`src/srfc8_pkg.sv`:
```
// ----------------------------------------------------------------------------
// SPI register frame CRC-8 check package
// Types, codes and the CRC-8 byte step shared by the frame pipeline.
// ----------------------------------------------------------------------------
package srfc8_pkg;

   localparam int unsigned MaxDataBytes = 4;
   localparam int unsigned ValueBytes   = 4;
   localparam int unsigned CountLimit   =
      (MaxDataBytes < ValueBytes) ? MaxDataBytes : ValueBytes;

   // Pipeline depth: capture, command CRC, four data bytes, read residue.
   localparam int unsigned NumStages = 7;
   localparam int unsigned DataStage = 2;

   localparam logic       OpWrite = 1'b0;
   localparam logic       OpRead  = 1'b1;
   localparam logic [7:0] CmdRead = 8'h40;

   localparam logic [1:0] ModeNone = 2'd0;
   localparam logic [1:0] ModeCrc  = 2'd1;
   localparam logic [1:0] ModeXor  = 2'd2;

   localparam logic CsrCheckMode  = 1'b0;
   localparam logic CsrPolynomial = 1'b1;

   localparam logic [7:0] PolyReset = 8'h07;

   typedef struct packed {
      logic        op;
      logic [7:0]  cmd;
      logic [2:0]  count;
      logic [31:0] data;   // frame data bytes, first one sent in the top byte
      logic [31:0] rval;   // assembled read value
      logic [7:0]  rc;
      logic [7:0]  crc;    // running CRC over command and data
      logic [7:0]  xs;     // running XOR over command, data and check byte
      logic [7:0]  res;    // CRC residue including the check byte
   } stage_type;

   // One byte of MSB-first CRC-8.
   function automatic logic [7:0] crc_byte(input logic [7:0] crc_i,
                                           input logic [7:0] data_i,
                                           input logic [7:0] poly_i);
      logic [7:0] c;
      logic       fb;
      c = crc_i;
      for (int b = 7; b >= 0; b--) begin
         fb = c[7] ^ data_i[b];
         c  = {c[6:0], 1'b0} ^ (fb ? poly_i : 8'h00);
      end
      return c;
   endfunction

endpackage

```
`src/spi_register_frame_crc8_check_core.sv`:
```
// ----------------------------------------------------------------------------
// SPI register frame CRC-8 check core
// Builds register write and read frames and checks read responses.
// ----------------------------------------------------------------------------
// Usage: the request channel (req_*) takes one word per frame. A write word
// produces the command byte, the data bytes most significant first and, when
// checking is enabled, a CRC-8 byte. A read word produces a single read
// command byte that also carries the assembled read value and the check
// result. Each output byte is one word on the response channel (rsp_*), and
// rsp_last_byte marks the final byte of a frame.
// An accepted request passes through seven pipeline stages (capture, command
// CRC, four data byte CRC steps and the read residue step) and then the output
// serializer. Throughput is one response word per cycle while rsp_stall is
// low. A read request takes a single serializer word, a write request holds
// the serializer for its command, data and any CRC byte, and that serializer
// is what sets the request rate. When rsp_stall is high while the serializer
// holds a word, that word stays and the whole pipeline freezes, raising
// req_stall; no word is lost or repeated. Synchronous reset empties the
// pipeline and the serializer, sets the check mode to none and the polynomial
// to 0x07. Configuration is written through csr_* while the core is idle; the
// user must keep to this, as the core itself does not enforce it.
// ----------------------------------------------------------------------------
module spi_register_frame_crc8_check_core (
   input  logic        clock,
   input  logic        reset,
   input  logic        req_valid,
   output logic        req_stall,
   input  logic        req_operation,
   input  logic [5:0]  req_reg_address,
   input  logic [2:0]  req_byte_count,
   input  logic [31:0] req_write_value,
   input  logic [31:0] req_response_data,
   input  logic [7:0]  req_response_check,
   output logic        rsp_valid,
   input  logic        rsp_stall,
   output logic [7:0]  rsp_tx_byte,
   output logic        rsp_last_byte,
   output logic [31:0] rsp_read_value,
   output logic        rsp_check_error,
   input  logic        csr_write_enable,
   input  logic        csr_index,
   input  logic [7:0]  csr_write_data
);

   // Configuration registers.
   logic [1:0] mode_ff;
   logic [7:0] poly_ff;

   // Pipeline stages; valid bits travel alongside.
   srfc8_pkg::stage_type pipe_ff [srfc8_pkg::NumStages];
   srfc8_pkg::stage_type pipe_in [srfc8_pkg::NumStages];
   logic [srfc8_pkg::NumStages-1:0] vld_ff;

   // Output serializer.
   logic        ser_valid_ff, ser_valid_in;
   logic [39:0] ser_shift_ff, ser_shift_in;
   logic [2:0]  ser_left_ff, ser_left_in;
   logic [7:0]  ser_crc_ff, ser_crc_in;
   logic        ser_has_crc_ff, ser_has_crc_in;
   logic [31:0] ser_rval_ff, ser_rval_in;
   logic        ser_err_ff, ser_err_in;

   logic advance;
   logic pop;

   logic [2:0] clamp_count;
   logic [5:0] align_sh;
   logic [31:0] data_sel;
   logic [31:0] rdata_al;

   srfc8_pkg::stage_type tail;
   logic       has_crc;
   logic       err;

   always_ff @(posedge clock) begin
      if (reset) begin
         mode_ff <= srfc8_pkg::ModeNone;
         poly_ff <= srfc8_pkg::PolyReset;
      end else if (csr_write_enable) begin
         unique case (csr_index)
            srfc8_pkg::CsrCheckMode:  mode_ff <= csr_write_data[1:0];
            srfc8_pkg::CsrPolynomial: poly_ff <= csr_write_data;
            default:                  ;
         endcase
      end
   end

   // The pipeline moves as a whole whenever the serializer can take a frame.
   assign pop       = ser_valid_ff && !rsp_stall;
   assign advance   = !ser_valid_ff || (pop && ser_left_ff == 3'd1);
   assign req_stall = !advance;

   always_comb begin
      // Capture stage: command byte, clamped count and left-aligned data.
      if (req_byte_count == 3'd0) begin
         clamp_count = 3'd1;
      end else if (req_byte_count > 3'(srfc8_pkg::CountLimit)) begin
         clamp_count = 3'(srfc8_pkg::CountLimit);
      end else begin
         clamp_count = req_byte_count;
      end
      align_sh = {3'(3'(srfc8_pkg::ValueBytes) - clamp_count), 3'b000};
      data_sel = (req_operation == srfc8_pkg::OpRead) ? req_response_data
                                                      : req_write_value;
      rdata_al = req_response_data << align_sh;

      pipe_in[0].op    = req_operation;
      pipe_in[0].cmd   = {2'b00, req_reg_address} |
                         ((req_operation == srfc8_pkg::OpRead) ? srfc8_pkg::CmdRead
                                                               : 8'h00);
      pipe_in[0].count = clamp_count;
      pipe_in[0].data  = data_sel << align_sh;
      pipe_in[0].rval  = rdata_al >> align_sh;
      pipe_in[0].rc    = req_response_check;
      pipe_in[0].crc   = 8'h00;
      pipe_in[0].xs    = 8'h00;
      pipe_in[0].res   = 8'h00;

      // One CRC byte step per stage, skipped in data stages beyond the byte count.
      for (int i = 1; i < srfc8_pkg::NumStages; i++) begin
         pipe_in[i] = pipe_ff[i-1];
         if (i == 1) begin
            pipe_in[i].crc = srfc8_pkg::crc_byte(8'h00, pipe_ff[i-1].cmd, poly_ff);
            pipe_in[i].xs  = pipe_ff[i-1].cmd;
         end else if (i == srfc8_pkg::NumStages - 1) begin
            pipe_in[i].res = srfc8_pkg::crc_byte(pipe_ff[i-1].crc, pipe_ff[i-1].rc,
                                                 poly_ff);
            pipe_in[i].xs  = pipe_ff[i-1].xs ^ pipe_ff[i-1].rc;
         end else if (3'(i - srfc8_pkg::DataStage) < pipe_ff[i-1].count) begin
            pipe_in[i].crc = srfc8_pkg::crc_byte(
               pipe_ff[i-1].crc,
               pipe_ff[i-1].data[31 - 8 * (i - srfc8_pkg::DataStage) -: 8],
               poly_ff);
            pipe_in[i].xs  = pipe_ff[i-1].xs ^
                             pipe_ff[i-1].data[31 - 8 * (i - srfc8_pkg::DataStage) -: 8];
         end
      end
   end

   always_ff @(posedge clock) begin
      if (reset) begin
         vld_ff <= '0;
      end else if (advance) begin
         vld_ff <= {vld_ff[srfc8_pkg::NumStages-2:0], req_valid};
      end
   end

   always_ff @(posedge clock) begin
      if (advance) begin
         for (int i = 0; i < srfc8_pkg::NumStages; i++) begin
            pipe_ff[i] <= pipe_in[i];
         end
      end
   end

   // Serializer load and shift.
   always_comb begin
      tail    = pipe_ff[srfc8_pkg::NumStages-1];
      has_crc = (tail.op == srfc8_pkg::OpWrite) &&
                (mode_ff == srfc8_pkg::ModeCrc || mode_ff == srfc8_pkg::ModeXor);
      err     = 1'b0;
      if (tail.op == srfc8_pkg::OpRead) begin
         if (mode_ff == srfc8_pkg::ModeCrc) begin
            err = tail.res != 8'h00;
         end else if (mode_ff == srfc8_pkg::ModeXor) begin
            err = tail.xs != 8'h00;
         end
      end

      ser_valid_in   = ser_valid_ff;
      ser_shift_in   = ser_shift_ff;
      ser_left_in    = ser_left_ff;
      ser_crc_in     = ser_crc_ff;
      ser_has_crc_in = ser_has_crc_ff;
      ser_rval_in    = ser_rval_ff;
      ser_err_in     = ser_err_ff;

      if (advance) begin
         ser_valid_in   = vld_ff[srfc8_pkg::NumStages-1];
         ser_shift_in   = {tail.cmd, tail.data};
         ser_crc_in     = tail.crc;
         ser_has_crc_in = has_crc;
         ser_err_in     = err;
         if (tail.op == srfc8_pkg::OpRead) begin
            ser_left_in = 3'd1;
            ser_rval_in = err ? 32'h0 : tail.rval;
         end else begin
            ser_left_in = 3'd1 + tail.count + {2'b00, has_crc};
            ser_rval_in = 32'h0;
         end
      end else if (pop) begin
         ser_shift_in = {ser_shift_ff[31:0], 8'h00};
         ser_left_in  = ser_left_ff - 3'd1;
      end
   end

   always_ff @(posedge clock) begin
      if (reset) begin
         ser_valid_ff <= 1'b0;
      end else begin
         ser_valid_ff <= ser_valid_in;
      end
   end

   always_ff @(posedge clock) begin
      ser_shift_ff   <= ser_shift_in;
      ser_left_ff    <= ser_left_in;
      ser_crc_ff     <= ser_crc_in;
      ser_has_crc_ff <= ser_has_crc_in;
      ser_rval_ff    <= ser_rval_in;
      ser_err_ff     <= ser_err_in;
   end

   // The CRC byte goes out last, in place of the exhausted shift register.
   assign rsp_valid       = ser_valid_ff;
   assign rsp_last_byte   = ser_left_ff == 3'd1;
   assign rsp_tx_byte     = (ser_has_crc_ff && ser_left_ff == 3'd1) ? ser_crc_ff
                                                                    : ser_shift_ff[39:32];
   assign rsp_read_value  = ser_rval_ff;
   assign rsp_check_error = ser_err_ff;

endmodule
```
`config.mk`:
```
export PLATFORM = sky130hd
export DESIGN_NAME = spi_register_frame_crc8_check_core
export DESIGN_NICKNAME = d
export VERILOG_FILES = /design/src/srfc8_pkg.sv /design/src/spi_register_frame_crc8_check_core.sv
export SDC_FILE = /design/constraint.sdc
export NUM_CORES = 1
export LEC_CHECK = 0
export BUFFER_PORTS_ARGS = -buffer_cell sky130_fd_sc_hd__buf_2
export CORE_MARGIN = 4
export CORE_UTILIZATION = 34
export CTS_CLUSTER_SIZE = 12
export DETAILED_ROUTE_END_ITERATION = 10
export SLEW_MARGIN = 20
export SYNTH_ARGS = -nofsm -noshare
export SYNTH_HDL_FRONTEND = slang
export SYNTH_SLANG_ARGS = --single-unit
```
`constraint.sdc`:
```
create_clock -name clock -period 28.6 [get_ports clock]
set_input_delay 7.15 -clock clock [delete_from_list [all_inputs] [get_ports clock]]
set_output_delay 7.15 -clock clock [all_outputs]
set_load 0.02 [all_outputs]
```
==> metrics.md <==
| Metric | Value |
|---|---|
| NumNets Final | 2740 |
| Max Slew Vio Count | 0 |
| Outcome | finished, final reports clean |
| Worst-path clk slew | 0.06 ns |
| Reg2Reg Capture Point | pipe_ff[2][22] |
| Drt total wl | 77.3 mm |
| CP max-delay cell | buf_12 |
| Final HPWL DP | 51.2 mm |
| Element type at the critical path start | input pin |
| Internal | 2.63 mW |
| First-pass GRT wire length | 117 mm |
| Unique masters post-synth | 89 |
| Simple-gate share of the synthesized area | 11.1% |
| CTS root buf | clkbuf_16 |
| Io pins | 140 |
| Slew headroom | 27.9% |
| Final worst-path cycle share | 55.0% |
| Sw frac | 33.0% |
| Critical Path End | req_stall |
| Max Fclk | 63.5 MHz |
| Endpoints failing hold | 0 |
| Class of the worst hold path | reg2reg |
| Hold_buf cts | 0 |
| CTS H-tree depth | 3 |
| CTS Buf Count | 81 |
| Clk buf depth | 3 |
| Die width | 325 µm |
| Layout Skew | 0.0671 ns |
| 1st-iter DRT viols | 2091 |
| CTS Sinks | 765 |
| Synth area leaders | edfxtp_1 (66%), xnor2_1 (5.5%), nand2_1 (3.8%) |
| Most frequent cell after synthesis | edfxtp_1 |
| Clock power share | 24.6% |
| Final ANT Viol Nets | 0 |
| Async S/R FF share, synth | 0% |
| Pre-Repair DR Iteration Count | 5 |
| Synth Area in Compound Gates | 7.89% |
| Synth Area in XOR/XNOR | 9.24% |
| Total number of vias | 20100 |
| Post-route minimum period | 15.74 ns |
| Share of layout cells above drive strength 1 | 14.1% |
| Synth warn | 0 |
| Peak supply drop | 0.0000440 V |
| P_sw | 1.30 mW |
| Post-CTS Setup Bufs | 0 |
| Most used cell, CP | buf_2 |
| Power per Cell Area | 101 nW/µm² |
| Core Area | 100000 µm² |
| Post-synth EDFFs | 747 |
| Logic pwr share | 36.5% |
| Largest net degree at the start of global routing | 203 |
| Worst R2R Path Depth | 14 |
| Fillcell total | 9236 |
| Sequential area share after synthesis | 66.6% |
| Syn avg cell area | 13.6 µm² |
| Critical path arrival | 8.59 ns |
| Post-synthesis cell count | 2510 |
| Placed inst area | 36400 µm² |
| Worst-path fanout max | 202 |
| Grt ovf | 0 |
| # rows | 116 |
| Measured slew at the worst slew-check pin | 1.08 ns |
| Die area | 106000 µm² |
| Final setup vio count | 0 |
| Crit-path cells | buf_2, o21ai_4, buf_12, clkinv_1, buf_2 |
| Critical Path Source | rsp_stall |
| CTS tree | done |
| CTS resizes | 0 |
| R2r startpoint | poly_ff[6] |
| CP Class | in2out |
| Vias in the first global route | 19300 |
| Largest family of logic cells by synthesized area | simple AND/OR/NAND/NOR gates |
| FF+latch count, synth | 765 |
| Tot GR Track Use | 14.2% |
| Total negative slack | 0 ns |
| Max Cap Viol | 0 |
| Max stage delay on crit path | 0.68 ns |
| Worst EP required | 21.45 ns |
| Post-synthesis adder-cell area fraction | 0.256% |
| WL per Instance | 19.4 µm |
| Top cells by count, synth | edfxtp_1 (747), nand2_1 (349), xnor2_1 (214) |
| Latest clock arrival within the worst-skew pair | 0.64 ns |
| Final Wtd Congestion | 0.838 |
| Seq pwr share | 38.9% |
| I/O Buffers | 139 |
| P&R area growth vs syn | 13.5% |
| Vias/cell | 5.04 |
| RSZ-0062 raised after global routing | no |
| Post-synth top flop | edfxtp_1 |
| Cell taking the most area after synthesis | edfxtp_1 |
| Antenna violations before repair | 4 |
| Synthesized area | 34200 µm² |
| Residual DRC count | 0 |
| Mux cell area share after synthesis | 3.16% |
| Starting Density | 34.2% |
| Top cell type's share of synthesized area | 65.5% |
| Worst Setup End Kind | output pin |
| Reg-to-reg slack, setup | 23.11 ns |
| Design Area, Final | 38800 µm² |
| Die span in y | 325 µm |
| Syn nets | 2613 |
| Leakage Power | 15.1 nW |
-- metrics by stage --
| stage | hold WS [ns] | util [%] | power, mW | instances | setup slack, ns |
|---|---|---|---|---|---|
| 2_1_floorplan | 0.400 | - | 2.67 | 2510 | 0.710 |
| 3_3_place_gp | 0.400 | 36.4 | 2.96 | 3852 | 12.74 |
| 3_5_place_dp | 0.405 | 36.4 | 2.98 | 3852 | 12.77 |
| 4_1_cts | 0.390 | 38.8 | 3.95 | 3980 | 12.78 |
| 5_1_grt | 0.396 | 38.8 | 4.16 | 3982 | 12.69 |
| 6_report | 0.394 | 38.8 | 3.93 | 3983 | 12.86 |
-- registers in the layout (all words and copies together) (netlist names) --
register         flops
ser_left_ff          3
rsp_valid            1
mode_ff              2
rsp_read_value      32
ser_has_crc_ff       1
ser_shift_ff        40
pipe_ff            662
rsp_check_error      1
vld_ff               7
ser_crc_ff           8
poly_ff              8
-- metal layers --
metal	vias up	global-route usage, %	wire (µm)
li1	9584	-	-
met1	9790	18.7	33500
met2	568	24.1	37900
met3	123	2.16	3730
met4	0	4.76	2200
met5	-	0	0
-- layout make-up --
type | count | area [µm²] | area share [%]
sequential | 765 | 22800 | 58.7
clock buffer | 98 | 2110 | 5.44
antenna | 3 | 7.51 | 0.0193
inverter | 22 | 82.6 | 0.213
multi-input combinational | 1590 | 10900 | 27.9
timing repair buffer | 177 | 1010 | 2.59
clock inverter | 30 | 352 | 0.905
tap | 1298 | 1620 | 4.18
-- worst min path at each step --
stage | depth (start not counted) | start | to
after global placement | 0 | pipe_ff[5][94] | pipe_ff[6][94]
after CTS | 0 | pipe_ff[4][39] | pipe_ff[5][39]
final | 0 | pipe_ff[4][39] | pipe_ff[5][39]
after detailed placement | 0 | pipe_ff[0][31] | pipe_ff[1][31]
after global routing | 0 | pipe_ff[5][104] | pipe_ff[6][104]
after floorplan | 0 | pipe_ff[0][24] | pipe_ff[1][24]
-- cells in the final DEF, fill, tap and decap left out, types with 35 or more instances in the layout --
master and count:
edfxtp_1 747, nand2_1 348, xnor2_1 214, buf_2 139, nor2_1 121, o21ai_0 91, clkbuf_16 82, xor2_1 73
nand3_1 64, a21oi_1 62, and3_1 58, and2_1 58, nor3_1 44, buf_4 36, mux2i_1 35
-- power groups by stage --
stage / Clock, mW / Sequential, mW / Combinational [mW]
CTS: 0.994 / 1.53 / 1.43
floorplan: 0 / 1.51 / 1.16
finish: 0.966 / 1.53 / 1.43
global placement: 0 / 1.55 / 1.41
global route: 1.04 / 1.54 / 1.57
detailed placement: 0 / 1.55 / 1.42
-- worst max-delay path: cells and delay by family --
kind                   cells  cell delay (ns)
AO/OA/AOI/OAI              1             0.17
buffers and inverters      4             1.25
-- cell families after synthesis --
group                    Yosys count
AO/OA/AOI/OAI                    382
XOR/XNOR                         321
adder cells (fa/ha/maj)            7
buffers and inverters            155
flip-flops                       765
multiplexers                      76
AND/OR/NAND/NOR                  804
No activity file was read; power rests on OpenSTA's default activity.
